### src/hdl/psm_pkg.sv
// Shared types, codes and reset constants for the power state manager.
// No dependencies; every other file refers to it by scoped names.
`default_nettype none

package psm_pkg;

  // register file indexes
  localparam int unsigned CfgIdxW = 3;
  localparam logic [CfgIdxW-1:0] REG_GOOD_MV       = 3'd0;
  localparam logic [CfgIdxW-1:0] REG_LOW_MV        = 3'd1;
  localparam logic [CfgIdxW-1:0] REG_CRITICAL_MV   = 3'd2;
  localparam logic [CfgIdxW-1:0] REG_IDLE_TIMEOUT  = 3'd3;
  localparam logic [CfgIdxW-1:0] REG_DEEP_DELAY    = 3'd4;
  localparam logic [CfgIdxW-1:0] REG_BURST_MAX     = 3'd5;

  localparam int unsigned CfgDataW = 32;

  // register reset values
  localparam logic [15:0] GOOD_MV_RST          = 16'd3700;
  localparam logic [15:0] LOW_MV_RST           = 16'd3400;
  localparam logic [15:0] CRITICAL_MV_RST      = 16'd3200;
  localparam logic [31:0] IDLE_TIMEOUT_RST     = 32'd30000;
  localparam logic [31:0] DEEP_DELAY_RST       = 32'd300000;
  localparam logic [31:0] BURST_MAX_RST        = 32'd5000;

  localparam logic [6:0]  PCT_FULL             = 7'd100;

  // percentage divider: quotient is below 128, so seven restoring steps
  localparam int unsigned QuotW = 7;
  localparam int unsigned NumW  = 23;   // (16-bit difference) * 100

  typedef enum logic [1:0] {
    KIND_UPDATE   = 2'd0,
    KIND_ACTIVITY = 2'd1,
    KIND_BURST    = 2'd2,
    KIND_INIT     = 2'd3
  } kind_t;

  typedef enum logic [2:0] {
    MODE_ACTIVE   = 3'd0,
    MODE_IDLE     = 3'd1,
    MODE_DEEP     = 3'd2,
    MODE_CHARGING = 3'd3,
    MODE_FAULT    = 3'd4
  } mode_t;

  typedef enum logic [1:0] {
    CMD_NONE  = 2'd0,
    CMD_SLEEP = 2'd1,
    CMD_WAKE  = 2'd2
  } pwr_cmd_t;

  typedef enum logic [1:0] {
    ST_IDLE = 2'd0,
    ST_MUL  = 2'd1,
    ST_DIV  = 2'd2,
    ST_DONE = 2'd3
  } state_t;

  typedef struct packed {
    logic [1:0]  kind;
    logic [31:0] now_ms;
    logic [15:0] sample_mv;
    logic        sample_charging;
    logic        sample_present;
    logic [31:0] burst_len_ms;
  } in_t;

  typedef struct packed {
    logic [2:0]  mode;
    logic [15:0] level_mv;
    logic [6:0]  level_pct;
    logic        is_charging;
    logic        burst_granted;
    logic [1:0]  radio_cmd;
    logic [1:0]  display_cmd;
  } out_t;

  // controller -> datapath commands
  typedef struct packed {
    logic       load;       // capture the input item
    logic       mul;        // form (mv - critical) * 100
    logic       div_step;   // one restoring divide step
    logic [2:0] step;       // shift of the current divide step
    logic       commit;     // update state, load the output register
  } ctrl_cmd_t;

  typedef struct packed {
    pwr_cmd_t radio;
    pwr_cmd_t display;
  } cmd_pair_t;

  // commands issued when a mode is entered
  function automatic cmd_pair_t entry_cmds(input mode_t m);
    cmd_pair_t c;
    case (m)
      MODE_ACTIVE:   c = '{radio: CMD_WAKE,  display: CMD_WAKE};
      MODE_IDLE:     c = '{radio: CMD_SLEEP, display: CMD_NONE};
      MODE_DEEP:     c = '{radio: CMD_SLEEP, display: CMD_SLEEP};
      MODE_CHARGING: c = '{radio: CMD_SLEEP, display: CMD_NONE};
      default:       c = '{radio: CMD_SLEEP, display: CMD_SLEEP};
    endcase
    return c;
  endfunction

endpackage

`default_nettype wire

### src/hdl/power_state_manager_unit.sv
// Power state manager top level: ties the sequencer to the datapath.
// Depends on psm_pkg, psm_ctrl and psm_dp.
//
// Power mode controller with five modes (active, idle, deep sleep, charging,
// fault). Each item carries a millisecond timestamp and one of four kinds:
// battery update, activity mark, radio burst request or init; every item
// yields exactly one result item. Until its result is loaded, an item is
// captured, (mv - critical_mv) * 100 is formed, seven steps of the restoring
// divider yield the battery percentage (one quotient bit per cycle), and then
// the mode is decided and state updated. The block takes one item at a time
// and accepts no new item until the result of the last one is loaded.
// The result sits in an output register, so the next item is accepted while
// a result still waits; only a second finished result stalls the block.
// Configuration writes (cfg_we, cfg_index, cfg_data) are registered and
// must only happen while no item is in flight. Radio and display commands
// are nonzero only if the mode differs from the prior one (for init, active).
`default_nettype none

module power_state_manager_unit (
  input  wire logic                         clk,
  input  wire logic                         rst_n,
  input  wire logic                         cfg_we,
  input  wire logic [psm_pkg::CfgIdxW-1:0]  cfg_index,
  input  wire logic [psm_pkg::CfgDataW-1:0] cfg_data,
  input  wire logic                         in_valid,
  output logic                              in_stall,
  input  wire psm_pkg::in_t                 in_data,
  output logic                              out_valid,
  input  wire logic                         out_stall,
  output psm_pkg::out_t                     out_data
);

  psm_pkg::ctrl_cmd_t cmd;

  // sequencer: handshake and step count
  psm_ctrl u_ctrl (
    .clk       (clk),
    .rst_n     (rst_n),
    .in_valid  (in_valid),
    .in_stall  (in_stall),
    .out_valid (out_valid),
    .out_stall (out_stall),
    .cmd       (cmd)
  );

  // datapath: registers, divider, mode decision
  psm_dp u_dp (
    .clk       (clk),
    .rst_n     (rst_n),
    .cfg_we    (cfg_we),
    .cfg_index (cfg_index),
    .cfg_data  (cfg_data),
    .in_data   (in_data),
    .cmd       (cmd),
    .out_data  (out_data)
  );

endmodule

`default_nettype wire

### src/hdl/psm_ctrl.sv
// Sequencer of the power state manager: handshake, divide step count, output valid.
// Depends on psm_pkg; drives psm_dp through a ctrl_cmd_t command struct.
`default_nettype none

module psm_ctrl (
  input  wire logic               clk,
  input  wire logic               rst_n,
  input  wire logic               in_valid,
  output logic                    in_stall,
  output logic                    out_valid,
  input  wire logic               out_stall,
  output psm_pkg::ctrl_cmd_t      cmd
);

  psm_pkg::state_t state_r, state_nxt;
  logic [2:0]      step_r, step_nxt;
  logic            out_valid_r, out_valid_nxt;

  always_ff @(posedge clk) begin
    if (!rst_n) begin
      state_r     <= psm_pkg::ST_IDLE;
      step_r      <= '0;
      out_valid_r <= 1'b0;
    end else begin
      state_r     <= state_nxt;
      step_r      <= step_nxt;
      out_valid_r <= out_valid_nxt;
    end
  end

  always_comb begin
    state_nxt    = state_r;
    step_nxt     = step_r;
    cmd          = '0;
    cmd.step     = step_r;
    in_stall     = 1'b1;
    case (state_r)
      psm_pkg::ST_IDLE: begin
        in_stall = 1'b0;
        if (in_valid) begin
          cmd.load  = 1'b1;
          state_nxt = psm_pkg::ST_MUL;
        end
      end
      psm_pkg::ST_MUL: begin
        cmd.mul   = 1'b1;
        step_nxt  = 3'(psm_pkg::QuotW - 1);
        state_nxt = psm_pkg::ST_DIV;
      end
      psm_pkg::ST_DIV: begin
        cmd.div_step = 1'b1;
        if (step_r == '0) begin
          state_nxt = psm_pkg::ST_DONE;
        end else begin
          step_nxt = step_r - 3'd1;
        end
      end
      psm_pkg::ST_DONE: begin
        // wait for the output register to free up
        if (!out_valid_r || !out_stall) begin
          cmd.commit = 1'b1;
          state_nxt  = psm_pkg::ST_IDLE;
        end
      end
      default: state_nxt = psm_pkg::ST_IDLE;
    endcase
    out_valid_nxt = cmd.commit | (out_valid_r & out_stall);
  end

  assign out_valid = out_valid_r;

  a_load_starts: assert property (@(posedge clk) disable iff (!rst_n)
    cmd.load |=> state_r == psm_pkg::ST_MUL)
    else $error("accepted item did not start the multiply");

  a_div_ends: assert property (@(posedge clk) disable iff (!rst_n)
    (cmd.div_step && step_r == '0) |=> state_r == psm_pkg::ST_DONE)
    else $error("last divide step did not finish the item");

  a_commit_valid: assert property (@(posedge clk) disable iff (!rst_n)
    cmd.commit |=> out_valid_r)
    else $error("committed result not presented");

  a_one_cmd: assert property (@(posedge clk) disable iff (!rst_n)
    $onehot0({cmd.load, cmd.mul, cmd.div_step, cmd.commit}))
    else $error("more than one datapath command at once");

endmodule

`default_nettype wire

### src/hdl/psm_dp.sv
// Datapath of the power state manager: config registers, item capture,
// percentage divider, mode decision, state and output register. Depends on psm_pkg.
`default_nettype none

module psm_dp (
  input  wire logic                            clk,
  input  wire logic                            rst_n,
  input  wire logic                            cfg_we,
  input  wire logic [psm_pkg::CfgIdxW-1:0]     cfg_index,
  input  wire logic [psm_pkg::CfgDataW-1:0]    cfg_data,
  input  wire psm_pkg::in_t                    in_data,
  input  wire psm_pkg::ctrl_cmd_t              cmd,
  output psm_pkg::out_t                        out_data
);

  // configuration
  logic [15:0] good_r, low_r, crit_r;
  logic [31:0] idle_to_r, deep_dly_r, burst_max_r;

  // block state
  psm_pkg::mode_t mode_r, mode_nxt;
  logic [15:0]    mv_r, mv_nxt;
  logic [6:0]     pct_r, pct_nxt;
  logic           chg_r, chg_nxt;
  logic [31:0]    last_act_r, last_act_nxt;
  logic           pend_r, pend_nxt;
  logic [31:0]    end_r, end_nxt;

  // work registers
  psm_pkg::in_t                 item_r;
  logic [psm_pkg::NumW-1:0]     rem_r;
  logic [psm_pkg::QuotW-1:0]    quot_r;
  psm_pkg::out_t                out_r, out_nxt;

  always_ff @(posedge clk) begin
    if (!rst_n) begin
      good_r      <= psm_pkg::GOOD_MV_RST;
      low_r       <= psm_pkg::LOW_MV_RST;
      crit_r      <= psm_pkg::CRITICAL_MV_RST;
      idle_to_r   <= psm_pkg::IDLE_TIMEOUT_RST;
      deep_dly_r  <= psm_pkg::DEEP_DELAY_RST;
      burst_max_r <= psm_pkg::BURST_MAX_RST;
    end else if (cfg_we) begin
      case (cfg_index)
        psm_pkg::REG_GOOD_MV:      good_r      <= cfg_data[15:0];
        psm_pkg::REG_LOW_MV:       low_r       <= cfg_data[15:0];
        psm_pkg::REG_CRITICAL_MV:  crit_r      <= cfg_data[15:0];
        psm_pkg::REG_IDLE_TIMEOUT: idle_to_r   <= cfg_data;
        psm_pkg::REG_DEEP_DELAY:   deep_dly_r  <= cfg_data;
        psm_pkg::REG_BURST_MAX:    burst_max_r <= cfg_data;
        default: ;
      endcase
    end
  end

  // percentage divider
  logic [15:0]              diff;
  logic [psm_pkg::NumW-1:0] prod;
  logic [psm_pkg::NumW-1:0] trial;
  logic                     fits;

  always_comb begin
    diff  = item_r.sample_mv - crit_r;
    // diff * 100 = diff * 64 + diff * 32 + diff * 4
    prod  = ({7'd0, diff} << 6) + ({7'd0, diff} << 5) + ({7'd0, diff} << 2);
    trial = {7'd0, good_r - crit_r} << cmd.step;
    fits  = rem_r >= trial;
  end

  always_ff @(posedge clk) begin
    if (cmd.load) begin
      item_r <= in_data;
    end
    if (cmd.mul) begin
      rem_r  <= prod;
      quot_r <= '0;
    end else if (cmd.div_step) begin
      if (fits) begin
        rem_r <= rem_r - trial;
      end
      quot_r <= {quot_r[psm_pkg::QuotW-2:0], fits};
    end
  end

  // mode decision
  psm_pkg::kind_t    kind;
  psm_pkg::mode_t    base_mode;
  psm_pkg::mode_t    target;
  logic              base_pend;
  logic [31:0]       base_last;
  logic [31:0]       idle_for;
  logic [31:0]       len_clamp;
  logic              granted;
  logic              reach_timeouts;
  psm_pkg::cmd_pair_t cmds;

  always_comb begin
    kind      = psm_pkg::kind_t'(item_r.kind);
    // init starts from a cleared state
    base_mode = (kind == psm_pkg::KIND_INIT) ? psm_pkg::MODE_ACTIVE : mode_r;
    base_pend = (kind == psm_pkg::KIND_INIT) ? 1'b0 : pend_r;
    base_last = (kind == psm_pkg::KIND_INIT) ? item_r.now_ms : last_act_r;
    idle_for  = item_r.now_ms - base_last;
    len_clamp = (item_r.burst_len_ms > burst_max_r) ? burst_max_r : item_r.burst_len_ms;
    granted   = (kind == psm_pkg::KIND_BURST) && (mv_r > crit_r);
    reach_timeouts = 1'b0;
    target    = base_mode;

    mv_nxt       = mv_r;
    pct_nxt      = pct_r;
    chg_nxt      = chg_r;
    last_act_nxt = last_act_r;
    pend_nxt     = base_pend;
    end_nxt      = end_r;

    case (kind)
      psm_pkg::KIND_UPDATE, psm_pkg::KIND_INIT: begin
        mv_nxt  = item_r.sample_mv;
        chg_nxt = item_r.sample_charging;
        if (item_r.sample_mv <= crit_r) begin
          pct_nxt = '0;
        end else if (item_r.sample_mv >= good_r) begin
          pct_nxt = psm_pkg::PCT_FULL;
        end else begin
          pct_nxt = quot_r;
        end
        if (kind == psm_pkg::KIND_INIT) begin
          last_act_nxt = item_r.now_ms;
          end_nxt      = item_r.now_ms;
        end
        if (!item_r.sample_present) begin
          target = psm_pkg::MODE_FAULT;
        end else if (item_r.sample_mv <= crit_r) begin
          target = psm_pkg::MODE_DEEP;
        end else if (item_r.sample_charging) begin
          target = psm_pkg::MODE_CHARGING;
        end else if (base_pend && (item_r.now_ms < end_nxt)) begin
          target = psm_pkg::MODE_ACTIVE;
        end else begin
          reach_timeouts = 1'b1;
          if (idle_for < idle_to_r) begin
            target = psm_pkg::MODE_ACTIVE;
          end else if ((idle_for < deep_dly_r) && (item_r.sample_mv > low_r)) begin
            target = psm_pkg::MODE_IDLE;
          end else begin
            target = psm_pkg::MODE_DEEP;
          end
        end
        if (reach_timeouts) begin
          pend_nxt = 1'b0;
        end
      end
      psm_pkg::KIND_ACTIVITY: begin
        last_act_nxt = item_r.now_ms;
        if ((mode_r == psm_pkg::MODE_IDLE) || (mode_r == psm_pkg::MODE_DEEP)) begin
          target = psm_pkg::MODE_ACTIVE;
        end
      end
      psm_pkg::KIND_BURST: begin
        if (granted) begin
          pend_nxt = 1'b1;
          end_nxt  = item_r.now_ms + len_clamp;
          target   = psm_pkg::MODE_ACTIVE;
        end
      end
      default: ;
    endcase

    mode_nxt = target;
    cmds     = psm_pkg::entry_cmds(target);
    if (target == base_mode) begin
      cmds = '{radio: psm_pkg::CMD_NONE, display: psm_pkg::CMD_NONE};
    end

    out_nxt.mode          = target;
    out_nxt.level_mv      = mv_nxt;
    out_nxt.level_pct     = pct_nxt;
    out_nxt.is_charging   = chg_nxt;
    out_nxt.burst_granted = granted;
    out_nxt.radio_cmd     = cmds.radio;
    out_nxt.display_cmd   = cmds.display;
  end

  always_ff @(posedge clk) begin
    if (!rst_n) begin
      mode_r     <= psm_pkg::MODE_ACTIVE;
      mv_r       <= '0;
      pct_r      <= '0;
      chg_r      <= 1'b0;
      last_act_r <= '0;
      pend_r     <= 1'b0;
      end_r      <= '0;
    end else if (cmd.commit) begin
      mode_r     <= mode_nxt;
      mv_r       <= mv_nxt;
      pct_r      <= pct_nxt;
      chg_r      <= chg_nxt;
      last_act_r <= last_act_nxt;
      pend_r     <= pend_nxt;
      end_r      <= end_nxt;
    end
  end

  always_ff @(posedge clk) begin
    if (cmd.commit) begin
      out_r <= out_nxt;
    end
  end

  assign out_data = out_r;

  a_grant_active: assert property (@(posedge clk) disable iff (!rst_n)
    (cmd.commit && granted) |=> mode_r == psm_pkg::MODE_ACTIVE)
    else $error("granted burst did not leave the block active");

  a_pct_range: assert property (@(posedge clk) disable iff (!rst_n)
    pct_r <= psm_pkg::PCT_FULL)
    else $error("stored percentage above full");

  a_cmd_on_change: assert property (@(posedge clk) disable iff (!rst_n)
    (cmd.commit && target == base_mode) |=>
      (out_r.radio_cmd == psm_pkg::CMD_NONE && out_r.display_cmd == psm_pkg::CMD_NONE))
    else $error("wake or sleep command without a mode change");

endmodule

`default_nettype wire
### config.mk
export PLATFORM = sky130hd
export DESIGN_NAME = power_state_manager_unit
export DESIGN_NICKNAME = d
export VERILOG_FILES = /design/src/hdl/psm_pkg.sv /design/src/hdl/power_state_manager_unit.sv /design/src/hdl/psm_ctrl.sv /design/src/hdl/psm_dp.sv
export SDC_FILE = /design/constraint.sdc
export NUM_CORES = 1
export LEC_CHECK = 0
export BUFFER_PORTS_ARGS = -buffer_cell sky130_fd_sc_hd__buf_2
export CAP_MARGIN = 20
export CORE_MARGIN = 3
export CORE_UTILIZATION = 60
export DETAILED_ROUTE_END_ITERATION = 8
export PLACE_DENSITY = 0.79
export SYNTH_ARGS = -nofsm -noshare
export SYNTH_HDL_FRONTEND = slang
export SYNTH_SLANG_ARGS = --single-unit
export TNS_END_PERCENT = 1
### constraint.sdc
create_clock -name clk -period 7.65 [get_ports clk]
set_input_delay 0.3825 -clock clk [delete_from_list [all_inputs] [get_ports clk]]
set_output_delay 0.3825 -clock clk [all_outputs]
set_load 0.02 [all_outputs]
-- Word level (Yosys, flattened, before mapping)
Index checks and enable logic that the tools add are counted.
- logic and storage cells: 150
- output and inout port bits: 34
- input port bits: 124
- bits in registers: 388
- reduce and logical (&&, ||, !) cells: 30
- eq/ne operators: 21
- shift operators: 1
- magnitude comparators: 9
- add/subtract/negate cells: 8
- muxes and demuxes: 48
- bitwise gates (word level): 2
- operators with widths (cell ; number):
    $mux 32 ; 5
    $pmux 32 s2 ; 2
    $lt 32x32->1 ; 3
    $mux 23 ; 3
    $add 32x32->32 ; 1
    $gt 16x16->1 ; 2
    $gt 32x32->1 ; 1
    $sub 16x16->16 ; 2
    $sub 32x32->32 ; 1
    $mux 3 ; 9
    $add 22x21->23 ; 1
    $add 23x18->23 ; 1
    $ge 23x23->1 ; 1
    $shl 16x3->23 ; 1
    $sub 23x23->23 ; 1
    $mux 7 ; 3
    $reduce_and 2->1 ; 9
    $ge 16x16->1 ; 1
    $le 16x16->1 ; 1
    $mux 1 ; 16
    $mux 16 ; 1
    $eq 3x2->1 const B ; 4
    $reduce_bool 2->1 ; 5
    $eq 3x1->1 const B ; 3
    22 further kinds ; 42

-- Logic depth before layout (Yosys ltp)
Gate-level depths: netlist of run 1.
- depth after elaboration: 15
- mapped depth: 32
- mapped depth without buffers: 28

-- Modules after synthesis
A second synthesis of run 1 with hierarchy kept.
- cells, all modules: 3085
- area, all modules: 26176.4 µm²
- by module, submodules not included (module ; seq. area each (µm²) ; times used ; cells an instance ; area each (µm²)):
    psm_dp ; 9008.6 ; 1 ; 3041 ; 25796.0
    psm_ctrl ; 120.1 ; 1 ; 44 ; 380.4

-- Worst setup path after synthesis of run 1
Ideal clock, no wire load.
- path kind: register -> register
- start point: register u_dp.item_r (netlist bit u_dp.kind[0])
- end point: register u_dp.out_r (netlist bit u_dp.out_data[1]) (data pin)
- stages on the path, launching flop included: 32
- library setup time: 0.176 ns
- buffers on the path: 4
- arrival: 6.471 ns
- required time: 7.474 ns
- setup slack: 1.003 ns
- period minus slack after synthesis: 6.647 ns
- cells stage by stage: edfxtp_1 > ha_1 > clkbuf_1 > buf_1 > buf_1 > buf_1 > mux2_2 > ha_1 > nand2_1 > a31oi_2 > a2111oi_0 > or4b_4 > nand3_2 > a21oi_2 > o31ai_2 > nand2_1 > a31oi_1 > o21bai_1 > xor2_1 > ha_1 > a21o_1 > a21o_1 > a21oi_1 > nor2b_1 > o21ai_0 > a21oi_1 > nor3_1 > nor3b_1 > o2111a_1 > a21oi_1 > inv_1 > nor4_1
- word-level cells in the longest chain between the ends: 15
- elaborated cells between the ends (all ways): 32
- those cells by class: 1 x add/sub; 3 x order compare; 6 x eq/ne; 15 x mux; 7 x reduce/logical
- ends and longest elaborated chain (element ; line ; text):
    from (decl) ; psm_dp.sv:30 ; psm_pkg::in_t item_r;
    from (signal assigned) ; psm_dp.sv:72 ; item_r <= in_data;
    $eq 2x2->1 ; -- ;
    $mux 32 ; psm_dp.sv:102 ; base_last = (kind == psm_pkg::KIND_INIT) ? item_r.now_ms : last_act_r;
    $sub 32x32->32 ; psm_dp.sv:103 ; idle_for = item_r.now_ms - base_last;
    $lt 32x32->1 ; psm_dp.sv:143 ; end else if ((idle_for < deep_dly_r) && (item_r.sample_mv > low_r)) begin
    $logic_and 1x1->1 ; psm_dp.sv:143 ;
    $mux 2 ; psm_dp.sv:143 ;
    $mux 3 ; psm_dp.sv:141 ; if (idle_for < idle_to_r) begin
    $mux 3 ; psm_dp.sv:137 ; end else if (base_pend && (item_r.now_ms < end_nxt)) begin
    $mux 3 ; psm_dp.sv:135 ; end else if (item_r.sample_charging) begin
    $mux 3 ; psm_dp.sv:133 ; end else if (item_r.sample_mv <= crit_r) begin
    $mux 3 ; psm_dp.sv:131 ; if (!item_r.sample_present) begin
    $pmux 3 s3 * ; psm_dp.sv:116 ; case (kind)
    via u_dp.mode_nxt[0] ; psm_dp.sv:21 ; psm_pkg::mode_t mode_r, mode_nxt;
    $eq 3x1->1 / $eq 3x2->1 (equally long branches) ; psm_pkg.sv:96 ; case (m)
    $reduce_or 2->1 (no line) ; -- ;
    $pmux 4 s2 ; psm_pkg.sv:96 ;
    to (signal assigned) ; psm_dp.sv:206 ; out_r <= out_nxt;
    to (decl) ; psm_dp.sv:33 ; psm_pkg::out_t out_r, out_nxt;
The timed path passes the listed nets; every way through them passes the cells marked *. The select of a mux whose other input is x is not followed.
A chain may end at the register's enable or synchronous reset.

-- Final worst setup path of run 1
- start point: register u_dp.item_r (netlist bit u_dp.kind[0])
- end point: register u_dp.out_r (netlist bit u_dp.out_data[1]) (data pin)
- word-level cells in the longest chain between the ends: 15
- elaborated cells between the ends (all ways): 32
- those cells by class: 1 x add/sub; 3 x order compare; 6 x eq/ne; 15 x mux; 7 x reduce/logical
- ends and longest elaborated chain (element ; line):
    $eq 2x2->1 ; --
    $mux 32 ; psm_dp.sv:102
    $sub 32x32->32 ; psm_dp.sv:103
    $lt 32x32->1 ; psm_dp.sv:143
    $logic_and 1x1->1 ; psm_dp.sv:143
    $mux 2 ; psm_dp.sv:143
    $mux 3 ; psm_dp.sv:141
    $mux 3 ; psm_dp.sv:137
    $mux 3 ; psm_dp.sv:135
    $mux 3 ; psm_dp.sv:133
    $mux 3 ; psm_dp.sv:131
    $pmux 3 s3 ; psm_dp.sv:116
    $eq 3x1->1 / $eq 3x2->1 (equally long branches) ; psm_pkg.sv:96
    $reduce_or 2->1 (no line) ; --
    $pmux 4 s2 ; psm_pkg.sv:96
Several ways; a longest one is shown, not always the timed one. The select of a mux whose other input is x is not followed.

==> results of run 1 <==
## worst max-delay path: cells and delay by family, from the launching register on
family          cells  cell delay, ns
fa+ha+maj           4            1.28
compound gates     10            2.08
xor+xnor            1            0.22
buf+inv             2            0.28
flops               1            0.42
simple gates        8            1.48
mux                 2            0.50
## logic make-up after synthesis
| family | after synthesis |
|---|---|
| flops | 387 |
| simple gates | 913 |
| xor+xnor | 113 |
| mux | 124 |
| compound gates | 821 |
| fa+ha+maj | 331 |
| buf+inv | 350 |
## cell type report
cell class	instances	share of cell area, %
multi-input combinational	2302	53.7
sequential	387	30.5
timing repair buffer	263	6.12
clock buffer	63	3.98
inverter	233	2.92
tap	585	2.44
clock inverter	14	0.359
## Yosys cell counts, types with 15 or more instances
cell type	number
a21boi_0	174
a21o_1	91
a21oi_1	176
a31oi_1	16
and3_1	15
clkbuf_1	101
dfxtp_1	249
edfxtp_1	138
fa_1	17
ha_1	314
inv_1	229
mux2_2	24
mux2i_1	99
nand2_1	515
nand2b_1	30
nand3_1	50
nand4_1	48
nor2_1	113
nor2b_1	43
nor3_1	33
o211a_1	17
o211ai_1	59
o21a_1	21
o21ai_0	158
xnor2_1	72
xor2_1	41
## metrics by stage
step	cells	hold WS [ns]	worst slack, ns	power, W	utilization [%]
6_report	3847	0.0565	1.07	0.0106	69.0
5_1_grt	3847	0.0317	0.486	0.0114	69.0
4_1_cts	3843	0.0262	1.05	0.0106	68.9
3_5_place_dp	3684	0.457	1.15	0.00851	64.0
3_3_place_gp	3683	0.448	1.18	0.00832	64.0
2_1_floorplan	3039	0.437	1.00	0.00712	-
## report_power, final
group	internal, W	leakage [nW]	total, W	switching (W)
sequential	0.00257	3.31	0.00284	0.000272
combinational	0.00242	8.40	0.00580	0.00339
clock	0.00111	0.626	0.00196	0.000848
## registers in the layout (all words and copies together), names as in the netlist, 23 cells and up
register and flops:
u_dp.idle_to_r 32, u_dp.item_r 82, u_dp.burst_max_r 32, u_dp.end_r 32, u_dp.rem_r 23, u_dp.out_data 31, u_dp.deep_dly_r 32, u_dp.last_act_r 32
## per-layer routing
metal | vias up | share of wire [%]
li1 | 11145 | -
met1 | 10818 | 41
met2 | 803 | 49
met3 | 196 | 5.5
met4 | 0 | 4.6
met5 | - | 0
## final timing paths
path / from / to / slack (ns) / cells past startpoint
hold reg to reg: u_dp.deep_dly_r[14] / u_dp.deep_dly_r[14] / 0.46 / 2
setup reg to reg: u_dp.kind[0] / u_dp.out_data[1] / 1.07 / 27
hold / removal: in_data[8] / u_dp.item_r[8] / 0.06 / 1
setup / recovery: u_dp.kind[0] / u_dp.out_data[1] / 1.07 / 27
==> run_results.csv, run 1 <==
group,metric,value,unit
run_status,status,"finished clean",
sta,worstMarginPinSlew,1.04,ns
synthesis,synth-compound-area-share,20.4,%
global_routing,use_met1,38.5,%
clock_network,cts_inserted_buffers,42,
clock_network,h-tree-depth,2,
synthesis,synth-edff-count,138,
sta,fmax,0.152,GHz
drt,vias_per_cell,5.97,
global_routing,grt_usage,31.4,%
global_routing,grt_pass1_wl,118000,µm
critical_path,crit_fanout,43,
drt,vias,22962,
clock_network,post_cts_resized,0,
synthesis,synth_seq_area_share,34.5,%
sta,final.setup.tns,0,ns
synthesis,synth_top_family_by_area,"compound AO/OA/AOI/OAI gates",
clock_network,post_cts_buffers,0,
floorplanning,start_util,61.1,%
drt,ant_nets,0,
clock_network,clk_path_buf_depth,3,
layout,area_delta_synth_final,13.1,%
synthesis,syn_area,0.0265,mm²
layout,layout_commonest_cell,"nand2_1",
floorplanning,die_w,216,µm
global_routing,grt_max_degree,106,
critical_path,start_kind,"flop",
global_routing,top_usage_layer,"met2",
synthesis,ys_warn_count,0,
critical_path,cp.required,7.93,ns
critical_path,slowest_delay,0.56,ns
global_routing,grt_pass1_vias,22747,
layout,fillCellCount,3427,
layout,diodes,0,
synthesis,synth_area_per_cell,8.71,µm²
global_routing,grt_use_met2,55.7,%
floorplanning,die_area,0.0467,mm²
synthesis,async_reset_ff_share,0,%
clock_network,worstSkewPairLatency,0.58,ns
critical_path,critPathKind,"flop to flop",
drt,drt_iter0_drc,1833,
synthesis,synth_xor_xnor_area_share,3.74,%
global_routing,grt_antenna_before_repair,0,
global_routing,grtUsageMet3,4.19,%
synthesis,netlist.area_leader.share,18.8,%
synthesis,yosysTopAreaCell,"dfxtp_1",
sta,rsz0062_at_grt,"no",
synthesis,yosys.cell_types.count,76,
sta,skew,0.0163,ns
sta,final_max_slew_viol_count,0,
layout,final_cell_mix,"nand2_1, ha_1, dfxtp_1",
run,drv_cap,0,
floorplanning,fp.dieH,216,µm
sta,fin_crit_sh,86.0,%
synthesis,netlist_instances,3039,
critical_path,cp_slowest_cell,"ha_4",
power,power_density,354,mW/mm²
placement,port-buffer-count,157,
global_routing,overflow,0,
clock_network,clkTransAtPathRegs,0.06,ns
placement,place_area,0.0278,mm²
drt,first_pass_iters,5,
synthesis,synth-simple-area-share,15.5,%
placement,dp_hpwl,55900,µm
synthesis,syn-num-nets,3494,
floorplanning,ioPinCount,158,
synthesis,muxShareOfSynthArea,4.85,%
clock_network,hold_buffers,82,
layout,multi_input_area,0.0161,mm²
clock_network,cts_tree,"yes",
sta,slew_headroom,30.8,%
critical_path,arrival,6.86,ns
layout,drive_gt1_share,8.98,%
critical_path,end_kind,"flop",
sta,finalHoldViolCount,0,
power,power.leakage,12.3,nW
synthesis,synth_ff_type,"dfxtp_1",
layout,nets,3684,
drt,routedWlPerCell,19.5,µm
layout,design_area,0.0299,mm²
power,ir_drop,0.259,mV
layout,final-seq-area,0.00913,mm²
clock_network,clkSinkCount,387,
placement,globalplace.congestion,0.950,
drt,drcViolationCount,0,
clock_network,clock-root-buffer,"clkbuf_16",
floorplanning,core,0.0434,mm²
synthesis,synth_fa_ha_area_share,16.1,%
synthesis,synth-seq-cells,387,
synthesis,synthTopCellsByArea,"dfxtp_1, edfxtp_1, ha_1",
drt,routed_wirelength,74800,µm
sta,period_minus_slack,6.58,ns
floorplanning,rows,76,
sta,setup_viol,0,
min_path,hold_path_class,"primary input to flop",
(Power assumes the default switching activity.)
==> inputs of run 2 (changes only) <==
Settings changed: RECOVER_POWER set to 50.
==> run 2 against run 1 <==
  * Final area is 0.25% lower
  * The run now ends with capacitance limit, slew limit left
  * Sequential share of layout area is 0.075 points higher
  * Clock skew is 0.0015 ns higher
  * Sequential power hardly changed
  * Die area stayed put
  * Final cell count stayed put
  * Register-to-register slack hardly changed
  * Fmax hardly changed
  * Highest routed layer unchanged
  * Core utilization is 0.17 points lower
  * Critical path depth stayed put
  * First-iteration DRC count is 0.49% lower
  * Count of clock-buffer cells in the layout stayed put
==> run_results.csv, run 2 (same netlist as run 1, synthesis figures left out) <==
group,metric,value,unit
floorplanning,start_util,61.1,%
clock_network,clkSinkCount,387,
power,power_density,355,mW/mm²
power,p_switching,0.00451,W
run_status,violations,"capacitance limit, slew limit",
critical_path,cp.required,7.93,ns
clock_network,cts_inserted_buffers,42,
drt,routedWlPerCell,19.5,µm
layout,nets,3684,
critical_path,start_kind,"flop",
floorplanning,core,0.0434,mm²
layout,regMostFlops,"u_dp.item_r",
layout,drive_gt1_share,7.54,%
run,drv_cap,5,
run_status,status,"complete, but fails checks",
global_routing,grt_usage,31.4,%
sta,final.setup.tns,0,ns
drt,first_pass_iters,6,
layout,diodes,0,
power,switching_share,42.5,%
placement,globalplace.congestion,0.950,
sta,skew,0.0177,ns
floorplanning,rows,76,
clock_network,post_cts_resized,0,
layout,largest_register_ffs,82,
drt,routed_wirelength,74900,µm
placement,port-buffer-count,157,
global_routing,grt_pass1_vias,22747,
layout,utilization,68.9,%
global_routing,overflow,0,
clock_network,clock-root-buffer,"clkbuf_16",
drt,drt_iter0_drc,1824,
sta,fin_crit_sh,86.0,%
min_path,hold_path_class,"primary input to flop",
power,power.leakage,12.2,nW
floorplanning,die_area,0.0467,mm²
critical_path,ff2ff_setup_slack,1.07,ns
global_routing,grt_pass1_wl,118000,µm
critical_path,end_kind,"flop",
clock_network,worstSkewPairLatency,0.58,ns
sta,worstMarginPinSlew,4.08,ns
clock_network,post_cts_buffers,0,
floorplanning,ioPinCount,158,
clock_network,h-tree-depth,2,
sta,final_max_slew_viol_count,310,
layout,layout_commonest_cell,"nand2_1",
layout,final_cell_mix,"nand2_1, ha_1, dfxtp_1",
sta,finalHoldViolCount,0,
sta,slew_headroom,-172,%
drt,vias,23058,
sta,fmax,0.152,GHz
sta,setup_viol,0,
power,p_comb_share,54.7,%
power,internal-power,0.00609,W
clock_network,hold_buffers,82,
clock_network,clkTransAtPathRegs,0.06,ns
power,power_frac_seq,26.8,%
drt,drcViolationCount,0,
drt,ant_nets,0,
critical_path,crit_fanout,43,
power,clkPwrFrac,18.5,%
clock_network,cts_tree,"yes",
layout,area_delta_synth_final,12.8,%
power,ir_drop,0.258,mV
global_routing,grt_max_degree,106,
floorplanning,die_w,216,µm
layout,fillCellCount,3456,
clock_network,clk_path_buf_depth,3,
placement,dp_hpwl,55900,µm
critical_path,critPathKind,"flop to flop",
sta,rsz0062_at_grt,"no",
global_routing,grt_antenna_before_repair,0,
sta,period_minus_slack,6.58,ns
drt,vias_per_cell,5.99,
floorplanning,fp.dieH,216,µm
critical_path,arrival,6.86,ns
-- run 2: cell count changes in the layout (fill, tap and decap cells not counted), sizes merged --
cell / delta
clkbuf: +46
buf: -46
-- run 2: worst paths after layout --
kind / cells after the start / endpoint / from
min reg2reg: 2 / u_dp.last_act_r[20] / u_dp.last_act_r[20]
max: 27 / u_dp.out_data[1] / u_dp.kind[0]
min: 3 / u_dp.deep_dly_r[27] / cfg_data[27]
max reg2reg: 27 / u_dp.out_data[1] / u_dp.kind[0]
-- run 2: power groups by stage --
stage / Sequential (W) / Combinational, W / Clock (W)
global route: 0.00286 / 0.00648 / 0.00208
CTS: 0.00283 / 0.00573 / 0.00199
detailed placement: 0.00287 / 0.00565 / 0
finish: 0.00284 / 0.00580 / 0.00196
floorplan: 0.00277 / 0.00435 / 0
global placement: 0.00286 / 0.00546 / 0
-- run 2: per-stage QoR --
stage	hold slack, ns	power (W)	instances	area [µm²]	setup WS, ns
floorplan	0.437	0.00712	3039	26500	1.00
global placement	0.448	0.00832	3683	27700	1.18
detailed placement	0.457	0.00851	3684	27800	1.15
CTS	0.0262	0.0106	3843	29900	1.05
global route	0.0914	0.0114	3847	29900	0.486
finish	0.0881	0.0106	3847	29900	1.07
-- run 2: worst max-delay path: stages, from the launching register on --
cell	delay (ns)
edfxtp_1	0.42
ha_4	0.56
mux2_2	0.40
ha_1	0.24
inv_1	0.09
ha_1	0.21
a32o_1	0.17
o21ai_1	0.08
o21ai_1	0.23
nand3_1	0.17
a31o_2	0.26
a211oi_1	0.38
and4b_1	0.25
nor2_1	0.25
nand2_1	0.10
o21ai_1	0.15
xor2_1	0.22
ha_1	0.27
nor2b_1	0.13
o21ai_0	0.15
o2111ai_1	0.18
a211oi_1	0.23
buf_4	0.19
nor3b_1	0.22
o2111a_1	0.26
mux2i_1	0.10
nor3_1	0.28
nor4_1	0.08
-- run 2: metal layers --
layer  share of wire, %  track usage, %  vias up
met1                 40            38.5    10878
met4                4.7            13.3        0
li1                   -               -    11148
met2                 49            55.7      823
met3                5.8            4.19      209
met5                  0               0        -
-- run 2: final cells by class --
type	count	area, µm²	share of cell area (%)
clock inverter	14	108	0.360
sequential	387	9130	30.6
multi-input combinational	2302	16100	53.8
tap	585	732	2.45
timing repair buffer	263	1760	5.89
inverter	233	875	2.93
clock buffer	63	1190	3.99
